===== src/sv/diff_drive_odometry_integrator_defines.svh =====
// ----------------------------------------------------------------------------
// odometry integrator assertion macros
// concurrent check helpers, empty when SYNTH is defined
// ----------------------------------------------------------------------------
`ifndef DIFF_DRIVE_ODOMETRY_INTEGRATOR_DEFINES_SVH
`define DIFF_DRIVE_ODOMETRY_INTEGRATOR_DEFINES_SVH

`ifndef SYNTH

// same-cycle implication, masked during reset
`define DDOI_ASSERT_NOW(label, clk, rst, ante, cons) \
  label: assert property (@(posedge clk) disable iff (rst) (ante) |-> (cons)) \
    else $error("odometry check failed");

// next-cycle implication, masked during reset
`define DDOI_ASSERT_NEXT(label, clk, rst, ante, cons) \
  label: assert property (@(posedge clk) disable iff (rst) (ante) |=> (cons)) \
    else $error("odometry check failed");

`else

`define DDOI_ASSERT_NOW(label, clk, rst, ante, cons)
`define DDOI_ASSERT_NEXT(label, clk, rst, ante, cons)

`endif

`endif


===== src/sv/ddoi_pkg.sv =====
// ----------------------------------------------------------------------------
// odometry integrator package
// widths, fixed-point constants, sequencer types and rounding helpers
// ----------------------------------------------------------------------------
`timescale 1ns / 1ps

package ddoi_pkg;

  // state widths
  localparam int ANGLE_BITS = 16;
  localparam int POS_BITS   = 32;
  localparam int CFG_W      = 16;
  localparam int RATE_W     = 16;
  localparam int OUT_POS_W  = 32;

  // shared multiplier: signed operands, full product
  localparam int OP_W   = 33;
  localparam int PROD_W = 2 * OP_W;

  // Q30 sine polynomial
  localparam int Q_FRAC = 30;
  localparam int Q_W    = 31;
  localparam logic [Q_W-1:0] POLY_A  = 31'd1686629713;
  localparam logic [Q_W-1:0] POLY_B  = 31'd688904866;
  localparam logic [Q_W-1:0] POLY_C  = 31'd76016977;
  localparam logic [Q_W-1:0] Q30_ONE = 31'd1073741824;

  // 2^32 / (2 pi)
  localparam logic [29:0] INV_TWO_PI = 30'd683565276;

  // rounding shifts
  localparam int SPEED_SHIFT = 16;
  localparam int MOVE_SHIFT  = 38;
  localparam int TURN_SHIFT  = 56 - ANGLE_BITS;

  // register indexes
  localparam int CFG_IDX_W = 2;
  localparam logic [CFG_IDX_W-1:0] REG_HALF_RADIUS         = 2'd0;
  localparam logic [CFG_IDX_W-1:0] REG_RADIUS_OVER_SPACING = 2'd1;
  localparam logic [CFG_IDX_W-1:0] REG_STEP_TIME           = 2'd2;

  // register reset values
  localparam logic [CFG_W-1:0] HALF_RADIUS_RST         = 16'd3329;
  localparam logic [CFG_W-1:0] RADIUS_OVER_SPACING_RST = 16'd12062;
  localparam logic [CFG_W-1:0] STEP_TIME_RST           = 16'd3277;

  // heading quadrants
  localparam logic [1:0] QUAD_FIRST  = 2'd0;
  localparam logic [1:0] QUAD_SECOND = 2'd1;
  localparam logic [1:0] QUAD_THIRD  = 2'd2;
  localparam logic [1:0] QUAD_FOURTH = 2'd3;

  // saturation limits at product width
  localparam logic signed [PROD_W-1:0] S16_MAX = PROD_W'(32767);
  localparam logic signed [PROD_W-1:0] S16_MIN = -PROD_W'(32768);
  localparam logic signed [PROD_W-1:0] POS_MAX = (PROD_W'(1) << (POS_BITS - 1)) - PROD_W'(1);
  localparam logic signed [PROD_W-1:0] POS_MIN = -(PROD_W'(1) << (POS_BITS - 1));
  localparam logic signed [PROD_W-1:0] OUT_MAX = (PROD_W'(1) << (OUT_POS_W - 1)) - PROD_W'(1);
  localparam logic signed [PROD_W-1:0] OUT_MIN = -(PROD_W'(1) << (OUT_POS_W - 1));

  // sequencer states
  typedef enum logic [2:0] {
    S_IDLE = 3'b001,
    S_CALC = 3'b010,
    S_DONE = 3'b100
  } state_t;

  // round half up: floor(v / 2^n + 1/2)
  function automatic logic signed [PROD_W-1:0] round_shift(
    input logic signed [PROD_W-1:0] v,
    input int                       n
  );
    logic signed [PROD_W-1:0] bias;
    bias = $signed(PROD_W'(1) << (n - 1));
    return (v + bias) >>> n;
  endfunction

  // clamp to signed 16 bits
  function automatic logic signed [15:0] sat16(input logic signed [PROD_W-1:0] v);
    logic signed [15:0] r;
    if (v > S16_MAX) begin
      r = 16'sh7fff;
    end else if (v < S16_MIN) begin
      r = 16'sh8000;
    end else begin
      r = v[15:0];
    end
    return r;
  endfunction

  // clamp to the position state range
  function automatic logic signed [POS_BITS-1:0] sat_pos(input logic signed [PROD_W-1:0] v);
    logic signed [POS_BITS-1:0] r;
    if (v > POS_MAX) begin
      r = POS_MAX[POS_BITS-1:0];
    end else if (v < POS_MIN) begin
      r = POS_MIN[POS_BITS-1:0];
    end else begin
      r = v[POS_BITS-1:0];
    end
    return r;
  endfunction

  // clamp a position to the reported width
  function automatic logic signed [OUT_POS_W-1:0] sat_out(input logic signed [POS_BITS-1:0] p);
    logic signed [PROD_W-1:0]    v;
    logic signed [OUT_POS_W-1:0] r;
    v = PROD_W'(p);
    if (v > OUT_MAX) begin
      r = OUT_MAX[OUT_POS_W-1:0];
    end else if (v < OUT_MIN) begin
      r = OUT_MIN[OUT_POS_W-1:0];
    end else begin
      r = v[OUT_POS_W-1:0];
    end
    return r;
  endfunction

endpackage


===== src/sv/diff_drive_odometry_integrator.sv =====
// ----------------------------------------------------------------------------
// differential drive odometry integrator
// dead reckoning of x, y and heading from wheel rates, one shared multiplier
// ----------------------------------------------------------------------------
// Usage
//   Input channel (in_valid / in_ready) carries one tick: left_rate and
//   right_rate. Output channel (out_valid / out_ready) returns one item per
//   tick: linear_speed, yaw_rate, updated pos_x, pos_y and heading_out.
//   Config port (cfg_we, cfg_index, cfg_data) writes half_radius,
//   radius_over_spacing and step_time; write only while the block is idle.
//   Datapath: one 33x33 signed multiplier runs fifteen products in sixteen
//   sequencer steps (two interleaved sine polynomials, then speed, yaw and
//   the position and heading updates). A new item is taken only once the
//   sequencer has handed the last result to the output register.
//   The output is a register: the next item is accepted while the last
//   result waits. If the receiver stalls, the sequencer holds its finished
//   result until the output register is free, and in_ready stays low.
//   Reset (synchronous, rst) clears position and heading to zero, restores
//   the register defaults, holds in_ready low and drops out_valid.
// ----------------------------------------------------------------------------
`timescale 1ns / 1ps

`include "diff_drive_odometry_integrator_defines.svh"

module diff_drive_odometry_integrator
  import ddoi_pkg::*;
(
  input  logic                        clk,
  input  logic                        rst,
  input  logic                        cfg_we,
  input  logic [CFG_IDX_W-1:0]        cfg_index,
  input  logic [CFG_W-1:0]            cfg_data,
  input  logic                        in_valid,
  output logic                        in_ready,
  input  logic signed [RATE_W-1:0]    left_rate,
  input  logic signed [RATE_W-1:0]    right_rate,
  output logic                        out_valid,
  input  logic                        out_ready,
  output logic signed [15:0]          linear_speed,
  output logic signed [15:0]          yaw_rate,
  output logic signed [OUT_POS_W-1:0] pos_x,
  output logic signed [OUT_POS_W-1:0] pos_y,
  output logic [15:0]                 heading_out
);

  // sequencer steps: each but the last issues one product, each but the first writes back the one before
  localparam logic [3:0] ST_XA_SQ    = 4'd0;
  localparam logic [3:0] ST_XB_SQ    = 4'd1;
  localparam logic [3:0] ST_XA_C     = 4'd2;
  localparam logic [3:0] ST_XB_C     = 4'd3;
  localparam logic [3:0] ST_XA_T     = 4'd4;
  localparam logic [3:0] ST_XB_T     = 4'd5;
  localparam logic [3:0] ST_XA_S     = 4'd6;
  localparam logic [3:0] ST_XB_S     = 4'd7;
  localparam logic [3:0] ST_SPEED    = 4'd8;
  localparam logic [3:0] ST_YAW      = 4'd9;
  localparam logic [3:0] ST_SPEED_DT = 4'd10;
  localparam logic [3:0] ST_YAW_DT   = 4'd11;
  localparam logic [3:0] ST_MOVE_X   = 4'd12;
  localparam logic [3:0] ST_TURN     = 4'd13;
  localparam logic [3:0] ST_MOVE_Y   = 4'd14;
  localparam logic [3:0] ST_LAST     = 4'd15;

  // configuration registers
  logic [CFG_W-1:0] half_radius;
  logic [CFG_W-1:0] radius_over_spacing;
  logic [CFG_W-1:0] step_time;

  // integrator state
  logic signed [POS_BITS-1:0] position_x;
  logic signed [POS_BITS-1:0] position_y;
  logic [ANGLE_BITS-1:0]      heading;

  // sequencer
  state_t     state;
  logic [3:0] step;

  // working registers
  logic signed [RATE_W:0]   sum_lr;
  logic signed [RATE_W:0]   diff_lr;
  logic signed [PROD_W-1:0] prod;
  logic [Q_W-1:0]           xa2;
  logic [Q_W-1:0]           xb2;
  logic [Q_W-1:0]           ta;
  logic [Q_W-1:0]           tb;
  logic [Q_W-1:0]           sa;
  logic signed [31:0]       sn;
  logic signed [31:0]       cs;
  logic signed [15:0]       speed;
  logic signed [15:0]       yaw;
  logic signed [31:0]       sv;
  logic signed [31:0]       sy;

  // combinational datapath
  logic [31:0]              phase;
  logic [1:0]               quad;
  logic [Q_W-1:0]           xa;
  logic [Q_W-1:0]           xb;
  logic [Q_W-1:0]           prod_q;
  logic signed [31:0]       sa_s;
  logic signed [31:0]       sb_s;
  logic signed [OP_W-1:0]   op_a;
  logic signed [OP_W-1:0]   op_b;
  logic signed [PROD_W-1:0] move_sum_x;
  logic signed [PROD_W-1:0] move_sum_y;
  logic signed [PROD_W-1:0] turn_step;
  logic                     out_load;

  // phase of the old heading: quadrant and Q30 fraction
  always_comb begin
    phase  = 32'({heading, 32'd0} >> ANGLE_BITS);
    quad   = phase[31:30];
    xa     = Q_W'(phase[29:0]);
    xb     = Q30_ONE - xa;
    prod_q = prod[Q_FRAC+Q_W-1:Q_FRAC];
    sa_s   = $signed({1'b0, sa});
    sb_s   = $signed({1'b0, prod_q});
  end

  // operand select for the shared multiplier
  always_comb begin
    op_a = '0;
    op_b = '0;
    unique case (step)
      ST_XA_SQ: begin
        op_a = OP_W'(xa);
        op_b = OP_W'(xa);
      end
      ST_XB_SQ: begin
        op_a = OP_W'(xb);
        op_b = OP_W'(xb);
      end
      ST_XA_C: begin
        op_a = OP_W'(POLY_C);
        op_b = OP_W'(xa2);
      end
      ST_XB_C: begin
        op_a = OP_W'(POLY_C);
        op_b = OP_W'(xb2);
      end
      ST_XA_T: begin
        op_a = OP_W'(ta);
        op_b = OP_W'(xa2);
      end
      ST_XB_T: begin
        op_a = OP_W'(tb);
        op_b = OP_W'(xb2);
      end
      ST_XA_S: begin
        op_a = OP_W'(ta);
        op_b = OP_W'(xa);
      end
      ST_XB_S: begin
        op_a = OP_W'(tb);
        op_b = OP_W'(xb);
      end
      ST_SPEED: begin
        op_a = OP_W'(half_radius);
        op_b = OP_W'(sum_lr);
      end
      ST_YAW: begin
        op_a = OP_W'(radius_over_spacing);
        op_b = OP_W'(diff_lr);
      end
      ST_SPEED_DT: begin
        op_a = OP_W'(step_time);
        op_b = OP_W'(speed);
      end
      ST_YAW_DT: begin
        op_a = OP_W'(step_time);
        op_b = OP_W'(yaw);
      end
      ST_MOVE_X: begin
        op_a = OP_W'(sv);
        op_b = OP_W'(cs);
      end
      ST_TURN: begin
        op_a = OP_W'(sy);
        op_b = OP_W'(INV_TWO_PI);
      end
      ST_MOVE_Y: begin
        op_a = OP_W'(sv);
        op_b = OP_W'(sn);
      end
      ST_LAST: begin
        op_a = '0;
        op_b = '0;
      end
      default: begin
        op_a = '0;
        op_b = '0;
      end
    endcase
  end

  // shared multiplier with registered product
  always_ff @(posedge clk) begin
    prod <= op_a * op_b;
  end

  // rounded position and heading increments
  always_comb begin
    move_sum_x = round_shift(prod, MOVE_SHIFT) + PROD_W'(position_x);
    move_sum_y = round_shift(prod, MOVE_SHIFT) + PROD_W'(position_y);
    turn_step  = round_shift(prod, TURN_SHIFT);
  end

  // write back the product issued in the step before
  always_ff @(posedge clk) begin
    if (state == S_CALC) begin
      case (step)
        ST_XB_SQ: xa2 <= prod_q;
        ST_XA_C:  xb2 <= prod_q;
        ST_XB_C:  ta  <= POLY_B - prod_q;
        ST_XA_T:  tb  <= POLY_B - prod_q;
        ST_XB_T:  ta  <= POLY_A - prod_q;
        ST_XA_S:  tb  <= POLY_A - prod_q;
        ST_XB_S:  sa  <= prod_q;
        ST_SPEED: begin
          // quadrant folding of the two quarter sines
          case (quad)
            QUAD_FIRST: begin
              sn <= sa_s;
              cs <= sb_s;
            end
            QUAD_SECOND: begin
              sn <= sb_s;
              cs <= -sa_s;
            end
            QUAD_THIRD: begin
              sn <= -sa_s;
              cs <= -sb_s;
            end
            default: begin
              sn <= -sb_s;
              cs <= sa_s;
            end
          endcase
        end
        ST_YAW:      speed <= sat16(round_shift(prod, SPEED_SHIFT));
        ST_SPEED_DT: yaw   <= sat16(round_shift(prod, SPEED_SHIFT));
        ST_YAW_DT:   sv    <= prod[31:0];
        ST_MOVE_X:   sy    <= prod[31:0];
        default: begin
        end
      endcase
    end
  end

  // integrator state and configuration registers
  always_ff @(posedge clk) begin
    if (rst) begin
      position_x          <= '0;
      position_y          <= '0;
      heading             <= '0;
      half_radius         <= HALF_RADIUS_RST;
      radius_over_spacing <= RADIUS_OVER_SPACING_RST;
      step_time           <= STEP_TIME_RST;
    end else begin
      if (cfg_we) begin
        unique case (cfg_index)
          REG_HALF_RADIUS:         half_radius         <= cfg_data;
          REG_RADIUS_OVER_SPACING: radius_over_spacing <= cfg_data;
          REG_STEP_TIME:           step_time           <= cfg_data;
          default: begin
          end
        endcase
      end
      if (state == S_CALC) begin
        case (step)
          ST_TURN:   position_x <= sat_pos(move_sum_x);
          ST_MOVE_Y: heading    <= heading + turn_step[ANGLE_BITS-1:0];
          ST_LAST:   position_y <= sat_pos(move_sum_y);
          default: begin
          end
        endcase
      end
    end
  end

  // wheel sum and difference latched on accept
  always_ff @(posedge clk) begin
    if (in_valid && in_ready) begin
      sum_lr  <= (RATE_W+1)'(left_rate) + (RATE_W+1)'(right_rate);
      diff_lr <= (RATE_W+1)'(right_rate) - (RATE_W+1)'(left_rate);
    end
  end

  assign in_ready = (state == S_IDLE) && !rst;
  assign out_load = (state == S_DONE) && (!out_valid || out_ready);

  // sequencer
  always_ff @(posedge clk) begin
    if (rst) begin
      state <= S_IDLE;
      step  <= '0;
    end else begin
      unique case (state)
        S_IDLE: begin
          step <= '0;
          if (in_valid) begin
            state <= S_CALC;
          end
        end
        S_CALC: begin
          step <= step + 4'd1;
          if (step == ST_LAST) begin
            state <= S_DONE;
          end
        end
        S_DONE: begin
          if (out_load) begin
            state <= S_IDLE;
          end
        end
        default: begin
          state <= S_IDLE;
        end
      endcase
    end
  end

  // output register
  always_ff @(posedge clk) begin
    if (rst) begin
      out_valid <= 1'b0;
    end else if (out_load) begin
      out_valid <= 1'b1;
    end else if (out_ready) begin
      out_valid <= 1'b0;
    end
  end

  always_ff @(posedge clk) begin
    if (out_load) begin
      linear_speed <= speed;
      yaw_rate     <= yaw;
      pos_x        <= sat_out(position_x);
      pos_y        <= sat_out(position_y);
      heading_out  <= 16'({heading, 16'd0} >> ANGLE_BITS);
    end
  end

  // checks
  `DDOI_ASSERT_NEXT(a_accept_starts, clk, rst, in_valid && in_ready, (state == S_CALC) && (step == ST_XA_SQ))
  `DDOI_ASSERT_NOW(a_busy_not_ready, clk, rst, state != S_IDLE, !in_ready)
  `DDOI_ASSERT_NEXT(a_last_step_done, clk, rst, (state == S_CALC) && (step == ST_LAST), state == S_DONE)
  `DDOI_ASSERT_NOW(a_result_from_done, clk, rst, $rose(out_valid), $past(state) == S_DONE)

endmodule

===== config.mk =====
export PLATFORM = sky130hd
export DESIGN_NAME = diff_drive_odometry_integrator
export DESIGN_NICKNAME = d
export VERILOG_FILES = /design/src/sv/ddoi_pkg.sv /design/src/sv/diff_drive_odometry_integrator.sv
export VERILOG_INCLUDE_DIRS = /design/src /design/src/sv
export SDC_FILE = /design/constraint.sdc
export NUM_CORES = 2
export LEC_CHECK = 0
export BUFFER_PORTS_ARGS = -buffer_cell sky130_fd_sc_hd__buf_2
export CAP_MARGIN = 25
export CORE_MARGIN = 5
export CORE_UTILIZATION = 55
export CTS_CLUSTER_SIZE = 14
export DETAILED_ROUTE_END_ITERATION = 10
export HOLD_SLACK_MARGIN = 0.03
export PLACE_DENSITY = 0.71
export SLEW_MARGIN = 20
export SYNTH_ARGS = -nofsm -noshare
export SYNTH_HDL_FRONTEND = slang
export SYNTH_SLANG_ARGS = --single-unit
export TNS_END_PERCENT = 1

===== constraint.sdc =====
create_clock -name clk -period 9.95 [get_ports clk]
set_input_delay 0.4975 -clock clk [delete_from_list [all_inputs] [get_ports clk]]
set_output_delay 0.4975 -clock clk [all_outputs]
set_load 0.03 [all_outputs]

==> impl_metrics.ini <==
[status]
status = finished, violations left
violations = setup timing

[global_route]
antenna_found_initial = 12
grt_max_degree = 97
grt-ovfl-total = 0
grt_pass1_vias = 59020
track_usage_pct = 35.05
grt_pass1_wl_mm = 364.5

[floorplan]
core_area_mm2 = 0.1310
die-area_mm2 = 0.1387
initial_core_util_pct = 55.16
io_pins = 169
fp-row-count = 133
die_h_um = 372.4
die_w_um = 372.4

[pwr]
swShare_pct = 22.95
clkPwrFrac_pct = 46.3
p_seq_share_pct = 49.6
switching_power_uw = 1367
irDropWorstVdd_v = 0.0001167
powerDensity_mw_per_mm2 = 72.92
cellInternalPower_uw = 4590
totalPowerFinal_uw = 5957
p_comb_share_pct = 4.1
p_leak_uw = 0.03739

[critical_path]
reg2reg_from = step[0]
cp.required_ps = 10520
crit_top_cell = fa_1
crit_path_top_delay_cell = a222oi_1
cp_max_fo = 12
crit_path_start_kind = register
rrSetupSlack_ps = -6
crit_arrival_ps = 10530
crit_path_end_kind = register
timing.setup.critical_path_class = register to register
startpoint = step[0]
slowest_delay_ps = 970

[final_layout]
fin_nets = 9468
fin_cells = 9751
drive_above_1_share_pct = 12.28
num_antenna_cells = 0
syn2layout_area_growth_pct = 13.09
fin_util_pct = 62.38
final_cell_mix = inv_1 (1251), fa_1 (1112), nand2_1 (1025)
final_common_cell = inv_1

[sta]
fmax_mhz = 100.4
finalHoldViolCount = 0
final.setup.worst_slack_ps = -6.423
final.setup.tns_ps = -6.423
rsz0062_at_grt = true
fin_crit_sh_pct = 100.1
fin_worst_skew_ps = 42.87
drv_slew = 0
finalSetupViolCount = 1
period_needed_ps = 9956
slew_headroom_pct = 17.14
worst_pin_slew_ps = 1243

[synthesis]
synth_area_leaders = fa_1 (31%), edfxtp_1 (19%), inv_1 (6.5%)
synth_xor_area_share_pct = 4.048
synth_area_leader_cell = fa_1
yosysSeqAreaShare_pct = 24.72
syn-num-nets = 9191
ys_seq_elements = 662
synth_edf_count = 460
ys.flop_type = edfxtp_1
syn_inst = 7658
synthArstFlopShare_pct = 0
syn_area_per_cell_um2 = 9.434
netlist_area_mm2 = 0.07224
synth_compound_area_share_pct = 10.58
synth.area.mux_share_pct = 0.2303
synthAdderAreaFrac_pct = 37.80
synth-simple-area-share_pct = 13.47
yosysUniqueCellTypes = 89
yosysTopAreaCellShare_pct = 31.26
yosysWarnings = 0
synth_top_family_by_area = adder cells

[place]
dp_hpwl_mm = 189.2
dp.cells = 9590
portBuffers = 168
gp_congestion = 1.019

[route]
first_pass_iters = 7
route.detailed.drc = 0
antenna_left = 0
viasPerCell = 5.958
drt_iter0_markers = 6436
post_drt_wl_per_cell_um = 24.81
via_count = 58097
wl_mm = 242.0

[clocking]
cts_tree = done
root_buffer = clkbuf_16
cts.sinks = 662
insertion_delay_ps = 650
cts_max_level = 3
clk_pin_slew_ps = 60
holdBufCountCts = 0
clockBufferDepth = 3
cts_buffers = 74

[job]
cap_violations = 0

[hold_path]
min_from = cfg_data[7]
min_path_type = input pin to register
-- layout make-up --
cell class	count	area [µm²]
clock buffer	97	2072
timing repair buffer	688	5883
multi-input combinational	5246	48550
tap	1755	2196
fill	10874	49270
sequential	662	17870
inverter	1263	4741
clock inverter	40	382.9
-- worst max-delay path: cells and delay by family (launching register included) --
family | cells | cell delay (ps)
simple gates | 3 | 450
buf+inv | 11 | 1300
fa+ha+maj | 10 | 4740
flops | 1 | 380
xor+xnor | 1 | 120
compound gates | 12 | 2840
-- metrics by stage --
step / hold WS, ps / worst slack, ps / cell area (µm²)
after global placement: 412.2 / -190.4 / 78420
after detailed placement: 420.3 / -366.6 / 78440
after floorplan: 403.7 / -46.56 / 72260
after global routing: 108.2 / -119.9 / 81700
after CTS: 73.41 / 2.712 / 80950
final: 102.2 / -6.423 / 81700
-- kinds of logic after synthesis --
group | Yosys count
AND/OR/NAND/NOR | 2216
multiplexers | 14
adder cells (fa/ha/maj) | 1513
buffers and inverters | 1750
XOR/XNOR | 333
flip-flops | 662
AO/OA/AOI/OAI | 1170
-- state kept, by name, summed over array words and instances, names as in the netlist, 32 cells and up --
| signal | flops |
|---|---|
| prod | 66 |
| cs | 32 |
| pos_x | 32 |
| pos_y | 32 |
| position_x | 32 |
| position_y | 32 |
| sn | 32 |
| sv | 32 |
| sy | 32 |
-- synthesized netlist by cell type, drive strengths merged (6+ instances only) --
cell type and count:
xnor2 227, a21oi 353, edfxtp 460, nand4 50, a222oi 43, o21a 50, a221oi 45, mux2i 11
o21ai 225, clkbuf 446, nor3 81, fa 1128, a21boi 8, a31oi 43, or3 41, maj3 35
o32a 7, o41ai 9, o211ai 21, and4 6, or2 13, and2 112, nand2b 50, o31ai 20
nand3b 23, a41oi 14, nor2 569, a221o 9, a22o 24, buf 40, nor4 13, a211oi 97
o22ai 7, a22oi 29, nand2 1030, dfxtp 202, a21o 74, o21bai 36, nand3 126, o31a 6
inv 1259, nor2b 33, and3 48, ha 350, xor2 106
-- what timing repair did --
item	CTS	global route
gates resized for setup	11	118
endpoints found under the setup margin	11	25
cloned	0	4
buffers inserted	2	17
pin swaps	8	91
-- power groups by stage --
stage          logic [µW]  registers [µW]  clock network, µW
3_5_place_dp          235            3010                  0
3_3_place_gp          231            3010                  0
4_1_cts               237            2950               2790
5_1_grt               259            2950               2900
2_1_floorplan         134            3000                  0
6_report              244            2950               2760
-- worst paths after layout --
path                                      to  depth (start not counted)
worst max-delay path                prod[64]                         37
worst max register to register      prod[64]                         37
worst min register to register         sv[2]                          0
worst min-delay path            step_time[7]                          3
-- layer usage --
| metal | GRT usage [%] | wire length (µm) | vias to the layer above |
|---|---|---|---|
| li1 | - | - | 25126 |
| met1 | 47.19 | 92990 | 28930 |
| met2 | 53.25 | 106200 | 3328 |
| met3 | 9.377 | 28240 | 705 |
| met4 | 16.39 | 14450 | 8 |
| met5 | 0 | 45 | - |
(Power assumes the default switching activity.)
